File: src/tcps_pkg.sv
// ----------------------------------------------------------------------------
// tcps_pkg
// shared constants, types and helpers for the crc protected triple store
// ----------------------------------------------------------------------------
package tcps_pkg;

  localparam logic [31:0] CRC_POLY = 32'hEDB88320;
  localparam logic [31:0] CRC_INIT = 32'hFFFFFFFF;
  localparam int NUM_COPIES = 3;

  typedef enum logic [1:0] {
    CMD_WRITE  = 2'd0,
    CMD_READ   = 2'd1,
    CMD_INJECT = 2'd2,
    CMD_NOP    = 2'd3
  } cmd_t;

  localparam logic [1:0] ST_OK = 2'd0;
  localparam logic [1:0] ST_RECOVERED = 2'd1;
  localparam logic [1:0] ST_UNRECOVERABLE = 2'd2;

  // one crc byte step, eight dependent shifts on a 32-bit word
  function automatic logic [31:0] crc_byte(input logic [31:0] crc, input logic [7:0] b);
    logic [31:0] c;
    c = crc ^ {24'd0, b};
    for (int i = 0; i < 8; i++) begin
      c = c[0] ? ((c >> 1) ^ CRC_POLY) : (c >> 1);
    end
    return c;
  endfunction

  // double "a < b", false when either is nan
  function automatic logic dbl_lt(input logic [63:0] a, input logic [63:0] b);
    logic an, bn;
    logic lt;
    an = (a[62:52] == 11'h7FF) && (a[51:0] != 52'd0);
    bn = (b[62:52] == 11'h7FF) && (b[51:0] != 52'd0);
    if (an || bn) begin
      lt = 1'b0;
    end else if ((a[62:0] == 63'd0) && (b[62:0] == 63'd0)) begin
      lt = 1'b0;
    end else if (a[63] != b[63]) begin
      lt = a[63];
    end else if (!a[63]) begin
      lt = a[62:0] < b[62:0];
    end else begin
      lt = a[62:0] > b[62:0];
    end
    return lt;
  endfunction

endpackage

File: src/tcps_crc_unit.sv
// ----------------------------------------------------------------------------
// tcps_crc_unit
// byte-serial crc-32 over 8 value bytes then 4 version bytes
// ----------------------------------------------------------------------------
module tcps_crc_unit (
  input  logic        clk,
  input  logic        rst_n,
  input  logic        go,
  input  logic [63:0] value,
  input  logic [31:0] version,
  output logic        done,
  output logic [31:0] crc
);

  logic [95:0] shift_r;
  logic [31:0] acc_r;
  logic [3:0]  cnt_r;
  logic        run_r;

  assign crc = ~acc_r;

  always_ff @(posedge clk) begin
    if (!rst_n) begin
      run_r <= 1'b0;
      done  <= 1'b0;
      cnt_r <= 4'd0;
    end else begin
      done <= 1'b0;
      if (go) begin
        run_r   <= 1'b1;
        cnt_r   <= 4'd0;
        acc_r   <= tcps_pkg::CRC_INIT;
        shift_r <= {version, value};
      end else if (run_r) begin
        acc_r   <= tcps_pkg::crc_byte(acc_r, shift_r[7:0]);
        shift_r <= shift_r >> 8;
        cnt_r   <= cnt_r + 4'd1;
        if (cnt_r == 4'd11) begin
          run_r <= 1'b0;
          done  <= 1'b1;
        end
      end
    end
  end

endmodule

File: src/tmr_crc_protected_store.sv
// ----------------------------------------------------------------------------
// tmr_crc_protected_store
// one double kept in three crc guarded copies with vote and scrub
// ----------------------------------------------------------------------------
// usage: pulse start with in_command and its fields while busy is low; the
// request is taken at that edge and busy stays high until the work is done.
// write: clamp negatives to +0.0, bump the version, one crc pass, then the
// result goes into all three copies; busy stays high until they are stored.
// read: three crc passes through the one shared byte-serial crc unit, a
// vote, then for ok or recovered one more crc pass for the scrub;
// out_valid pulses one cycle with out_read_value and out_read_status when
// the scrub is stored. unrecoverable reads skip the scrub and report
// straight from the vote.
// inject: flips one cell bit at the accepting edge, busy stays low, no result.
// one request at a time; the crc unit's byte loop sets the rate.
// reset: synchronous, active low; copies hold +0.0 at version 1 with its crc,
// built by a crc pass after reset (busy high meanwhile).
// results cannot be stalled: out_valid lasts exactly one cycle.
module tmr_crc_protected_store (
  input  logic        clk,
  input  logic        rst_n,
  input  logic        start,
  output logic        busy,
  input  logic [1:0]  in_command,
  input  logic [63:0] in_new_value,
  input  logic [1:0]  in_copy_select,
  input  logic [6:0]  in_flip_position,
  output logic        out_valid,
  output logic [63:0] out_read_value,
  output logic [1:0]  out_read_status
);

  typedef enum logic [2:0] {
    S_INIT, S_IDLE, S_CHECK, S_VOTE, S_STORE
  } state_t;

  state_t      state_r;
  logic [63:0] val_r [tcps_pkg::NUM_COPIES];
  logic [31:0] ver_r [tcps_pkg::NUM_COPIES];
  logic [31:0] chk_r [tcps_pkg::NUM_COPIES];
  logic [31:0] vcnt_r;
  logic [2:0]  good_r;
  logic [1:0]  idx_r;
  logic        go_r;
  logic        is_read_r;
  logic [63:0] st_val_r;
  logic [31:0] st_ver_r;
  logic        crc_done;
  logic [31:0] crc_out;
  logic [63:0] cu_val;
  logic [31:0] cu_ver;

  assign cu_val = (state_r == S_CHECK) ? val_r[idx_r] : st_val_r;
  assign cu_ver = (state_r == S_CHECK) ? ver_r[idx_r] : st_ver_r;

  tcps_crc_unit u_crc (
    .clk(clk), .rst_n(rst_n), .go(go_r), .value(cu_val), .version(cu_ver),
    .done(crc_done), .crc(crc_out)
  );

  assign busy = (state_r != S_IDLE);

  logic [63:0] a, b, c, t, med, lo;
  logic [1:0]  ngood;
  always_comb begin
    a = val_r[0]; b = val_r[1]; c = val_r[2];
    t = 64'd0;
    if (tcps_pkg::dbl_lt(b, a)) begin t = a; a = b; b = t; end
    if (tcps_pkg::dbl_lt(c, b)) begin t = b; b = c; c = t; end
    if (tcps_pkg::dbl_lt(b, a)) begin t = a; a = b; b = t; end
    med = b;
    lo = 64'd0;
    ngood = 2'(good_r[0]) + 2'(good_r[1]) + 2'(good_r[2]);
    priority if (good_r[0]) lo = val_r[0];
    else if (good_r[1]) lo = val_r[1];
    else lo = val_r[2];
    if (good_r[1] && tcps_pkg::dbl_lt(val_r[1], lo)) lo = val_r[1];
    if (good_r[2] && tcps_pkg::dbl_lt(val_r[2], lo)) lo = val_r[2];
  end

  always_ff @(posedge clk) begin
    if (!rst_n) begin
      state_r   <= S_INIT;
      go_r      <= 1'b1;
      vcnt_r    <= 32'd1;
      st_val_r  <= 64'd0;
      st_ver_r  <= 32'd1;
      out_valid <= 1'b0;
      is_read_r <= 1'b0;
      idx_r     <= 2'd0;
      good_r    <= 3'd0;
    end else begin
      go_r      <= 1'b0;
      out_valid <= 1'b0;
      unique case (state_r)
        S_INIT, S_STORE: begin
          if (crc_done) begin
            for (int i = 0; i < tcps_pkg::NUM_COPIES; i++) begin
              val_r[i] <= st_val_r;
              ver_r[i] <= st_ver_r;
              chk_r[i] <= crc_out;
            end
            state_r <= S_IDLE;
            if (is_read_r) out_valid <= 1'b1;
          end
        end
        S_IDLE: begin
          is_read_r <= 1'b0;
          if (start) begin
            unique case (tcps_pkg::cmd_t'(in_command))
              tcps_pkg::CMD_WRITE: begin
                st_val_r <= (tcps_pkg::dbl_lt(in_new_value, 64'd0)) ? 64'd0 : in_new_value;
                st_ver_r <= vcnt_r + 32'd1;
                vcnt_r   <= vcnt_r + 32'd1;
                go_r     <= 1'b1;
                state_r  <= S_STORE;
              end
              tcps_pkg::CMD_READ: begin
                idx_r   <= 2'd0;
                go_r    <= 1'b1;
                state_r <= S_CHECK;
              end
              tcps_pkg::CMD_INJECT: begin
                if (in_copy_select != 2'd3) begin
                  priority if (!in_flip_position[6])
                    val_r[in_copy_select][in_flip_position[5:0]] <=
                      ~val_r[in_copy_select][in_flip_position[5:0]];
                  else if (!in_flip_position[5])
                    ver_r[in_copy_select][in_flip_position[4:0]] <=
                      ~ver_r[in_copy_select][in_flip_position[4:0]];
                  else
                    chk_r[in_copy_select][in_flip_position[4:0]] <=
                      ~chk_r[in_copy_select][in_flip_position[4:0]];
                end
              end
              default: ;
            endcase
          end
        end
        S_CHECK: begin
          if (crc_done) begin
            good_r[idx_r] <= (crc_out == chk_r[idx_r]);
            if (idx_r == 2'd2) begin
              state_r <= S_VOTE;
            end else begin
              idx_r <= idx_r + 2'd1;
              go_r  <= 1'b1;
            end
          end
        end
        S_VOTE: begin
          if (ngood == 2'd0) begin
            out_read_value  <= val_r[0];
            out_read_status <= tcps_pkg::ST_UNRECOVERABLE;
            out_valid       <= 1'b1;
            state_r         <= S_IDLE;
          end else begin
            out_read_value  <= (ngood == 2'd3) ? med : lo;
            out_read_status <= (ngood == 2'd3) ? tcps_pkg::ST_OK : tcps_pkg::ST_RECOVERED;
            st_val_r        <= (ngood == 2'd3) ? med : lo;
            st_ver_r        <= vcnt_r;
            is_read_r       <= 1'b1;
            go_r            <= 1'b1;
            state_r         <= S_STORE;
          end
        end
        default: state_r <= S_IDLE;
      endcase
    end
  end

endmodule
File: config.mk
export PLATFORM = sky130hd
export DESIGN_NAME = tmr_crc_protected_store
export DESIGN_NICKNAME = d
export VERILOG_FILES = /design/src/tcps_pkg.sv /design/src/tcps_crc_unit.sv /design/src/tmr_crc_protected_store.sv
export SDC_FILE = /design/constraint.sdc
export NUM_CORES = 2
export LEC_CHECK = 0
export ABC_CLOCK_PERIOD_IN_PS = 14120
export BUFFER_PORTS_ARGS = -buffer_cell sky130_fd_sc_hd__buf_2
export CORE_AREA = 8 8 344 346
export CTS_CLUSTER_SIZE = 10
export DETAILED_ROUTE_END_ITERATION = 8
export DIE_AREA = 0 0 352 354
export PLACE_DENSITY_LB_ADDON = 0.15
export SLEW_MARGIN = 30
export SYNTH_ARGS = -nofsm -noshare
export SYNTH_HDL_FRONTEND = slang
export SYNTH_SLANG_ARGS = --single-unit
File: constraint.sdc
create_clock -name clk -period 14.12 [get_ports clk]
set_clock_uncertainty 0.15 [all_clocks]
set_input_delay 2.824 -clock clk [delete_from_list [all_inputs] [get_ports clk]]
set_output_delay 2.824 -clock clk [all_outputs]
set_load 0.01 [all_outputs]
==> summary.md <==
| Metric | Value |
|---|---|
| M1 wire length | 93840 um |
| WS Path Type | reg2reg |
| Placed cells | about 7600 |
| Commonest non-fill, non-tap cell in the layout | nor2_1 |
| Clock Power Share | between 40% and 50% |
| Starting Density | a little under three fifths |
| Filler cells | approximately 9600 |
| Crit-path max FO | 59 |
| #FFs+latches synth | 853 |
| Via density | around 7 |
| Post-DRT Antenna Nets | 0 |
| CTS tree | yes |
| Die Ht | ~350 um |
| Drt drc | 0 |
| Clk buf depth | 3 |
| Root Buffer | clkbuf_16 |
| # setup viols final | 0 |
| Clock H-tree levels | 3 |
| Max incr delay on CP | 0.89 ns |
| Routed wl met3 | 31200 um |
| Slew @ Worst Pin | roughly 1.1 ns |
| Fmax | about 76 MHz |
| Clock latency on the worst-skew pair | 0.74 ns |
| Die Footprint | roughly 120000 sq um |
| Final worst slack | between 0.9 and 1 ns |
| P_int | 4.432 mW |
| Initial antenna violation count | 13 |
| CTS clk-pin slew, worst paths | ~0.060 ns |
| First-pass GRT wire length | between 300000 and 400000 um |
| Via Count | approximately 55000 |
| 1st-iter DRT viols | around 8000 |
| Vias in the first global route | around 52000 |
| Post-CTS Setup Repair Bufs | 0 |
| Tcrit/Tclk final | between 90% and 100% |
| Number of synthesized flops with an enable pin | 706 |
| CP Data Required Time | ~15 ns |
| Total congestion overflow | 0 |
| Hold Crit Depth | 2 |
| Area of the core | between 100000 and 150000 sq um |
| Total Nets Final | approximately 6600 |
| Top layer in use | met5 |
| Outcome | finished, final reports clean |
| Pre-CTS WS | ~1.5 ns |
| # Max-Cap Violations | 0 |
| Avg Cell Area, Syn | about 10 sq um |
| Hold Startpoint | vcnt_r[1] |
| Hold/Removal Path Class | reg2reg |
| Async set-reset flop share out of synthesis | 0% |
| Sw frac | around a quarter |
| FF-to-FF Start | val_r[0][8] |
| I/O Pins | 146 |
| Buffers on Ports | around 150 |
| Routed wire length | about 260000 um |
| Critical Path Source Type | flop |
| Post-route non-filler standard cell count | about 7800 |
| RSZ-0062 raised after global routing | no |
| Reg2Reg Depth | between 40 and 50 |
| Pwr dens | ~90 nW/um^2 |
| Reg2reg end | out_read_value[10] |
| Clk sinks | ~850 |
| Placer Congestion | 1.071 |
| Total GRT Usage | roughly 40% |
| Cell variety after synth | 85 |
| Min Tclk post-route | 13.14 ns |
| Sw Pwr | ~1.6 mW |
| Largest area contributor in the netlist | edfxtp_1 |
| Avg WL per Cell | around 33 um |
| CTS Buf Count | 101 |
| Reg2reg setup slack | ~0.98 ns |
| Combinational Power Share | about a tenth |
| Most frequent cells in the layout | nor2_1, edfxtp_1, o21ai_0 |
| Post-Syn Instances | around 6300 |
| Critical path arrival | approximately 14 ns |
| Setup TNS | 0 ns |
| Slew margin rel. | between 20% and 30% |
| Top-area cell type share of the netlist area | about a third |
| DR WL met2 | between 100000 and 150000 um |
| CP most frequent cell | a21oi_1 |
| Pin count of the biggest net entering global routing | between 200 and 250 |
| Share of cells above drive strength 1 | 18.62% |
| Hold endpoint | vcnt_r[1] |
| Total power | just over 6 mW |
| Synthesized area | about 63000 sq um |
| CP endpoint kind | flop |
| HPWL Detailed | roughly 180000 um |
| Crit-path slowest cell | a221oi_1 |
| Final Util | 60.31% |
| Ys flop type | edfxtp_1 |
| YS warnings | 0 |
| Leak pwr | ~25 nW |
| 1st-pass router iterations | 9 |
| Area Growth Syn to Fin | 8.729% |
| Die span in x | approximately 350 um |
| Final Max Slew Viols | 0 |
| Final hold violation count | 0 |
| CTS Hold Bufs | 0 |
| PostCTS Resize Cnt | 0 |
| Sequential fraction of the synthesis area | between 30 and 40% |
| Seq pwr share | between 40 and 50% |
| Synth area leaders | edfxtp_1, mux4_2, mux2_2 |
| Row count | between 100 and 150 |
| Worst VDD drop | ~110 uV |
-- how the worst max path moves through the flow --
stage	to	slack [ns]	startpoint	cells past startpoint
after detailed placement	out_read_value[15]	1.50	val_r[0][8]	44
after CTS	out_read_value[20]	1.43	val_r[0][8]	44
after floorplan	out_read_value[13]	4.01	val_r[0][4]	49
after global routing	out_read_value[17]	0.26	val_r[0][8]	44
final	out_read_value[10]	0.98	val_r[0][8]	41
after global placement	out_read_value[12]	1.66	val_r[0][8]	44
-- worst max-delay path: cells and delay by family (launching register included) --
kind	cells	cell delay [ns]
flops	1	0.81
simple gates	14	3.96
buf+inv	5	1.48
fa+ha+maj	3	1.06
compound gates	18	5.07
mux	1	0.32
-- final cells by class --
cell class | count | area (sq um) | area share [%]
antenna | 7 | 17.52 | 0.02568
clock buffer | 152 | 2759 | 4.044
clock inverter | 21 | 260.3 | 0.3815
inverter | 268 | 1008 | 1.478
multi-input combinational | 4722 | 36200 | 53.07
sequential | 853 | 24160 | 35.42
tap | 1512 | 1892 | 2.773
timing repair buffer | 278 | 1917 | 2.810
-- Yosys cell counts (all sizes together), types with 28 or more instances --
library cell / count
a31oi: 126
a211oi: 71
a21boi: 35
nor2: 734
o22ai: 34
edfxtp: 706
a22oi: 32
nand4: 118
nand2b: 48
mux2i: 312
nand2: 454
or3: 28
o221ai: 29
xor2: 64
nand3: 59
a21o: 100
ha: 311
mux2: 384
o21ai: 541
mux4: 294
inv: 268
xnor2: 91
a21oi: 379
clkbuf: 459
buf: 94
dfxtp: 147
nor3: 74
nor4: 94
-- sequential cells by signal (all words and copies together) (netlist names), named ones only --
name / count
chk_r: 128
go_r: 1
good_r: 3
idx_r: 2
is_read_r: 1
out_read_status: 2
out_read_value: 64
out_valid: 1
st_val_r: 64
st_ver_r: 32
state_r: 3
u_crc.acc_r: 32
u_crc.cnt_r: 4
u_crc.done: 1
u_crc.run_r: 1
u_crc.shift_r: 96
val_r: 256
vcnt_r: 32
ver_r: 128
-- logic make-up (layout without fill, tap and decap cells) --
group | Yosys count | count (layout) | synth area share (%)
other | 1 | 135 | 0.005977
XOR/XNOR | 155 | 155 | 2.164
buffers and inverters | 821 | 719 | 5.111
multiplexers | 990 | 990 | 22.44
flip-flops | 853 | 853 | 38.48
adder cells (fa/ha/maj) | 313 | 313 | 6.252
AO/OA/AOI/OAI | 1439 | 1439 | 13.47
AND/OR/NAND/NOR | 1697 | 1697 | 12.07
-- routing by layer --
| metal | vias up | track usage (%) |
|---|---|---|
| met2 | 3914 | 59.05 |
| met1 | 26690 | 51.00 |
| met4 | 4 | 27.39 |
| met5 | - | 0 |
| li1 | 23130 | - |
| met3 | 886 | 9.897 |
-- power by group through the flow --
stage          Clock [mW]  Sequential, mW  Combinational [mW]
2_1_floorplan           0            2.94               0.402
4_1_cts              2.50            2.91               0.612
5_1_grt              2.60            2.92               0.660
3_3_place_gp            0            2.96               0.597
3_5_place_dp            0            2.96               0.608
6_report             2.50            2.91               0.627
-- per-stage QoR --
step / hold slack, ns / area (sq um)
after floorplan: 0.3120 / 63220
after global placement: 0.3256 / 64950
after detailed placement: 0.3283 / 65080
after CTS: 0.3368 / 68100
after global routing: 0.3712 / 68200
final: 0.3417 / 68220
Power figures use the tool's default switching activity.
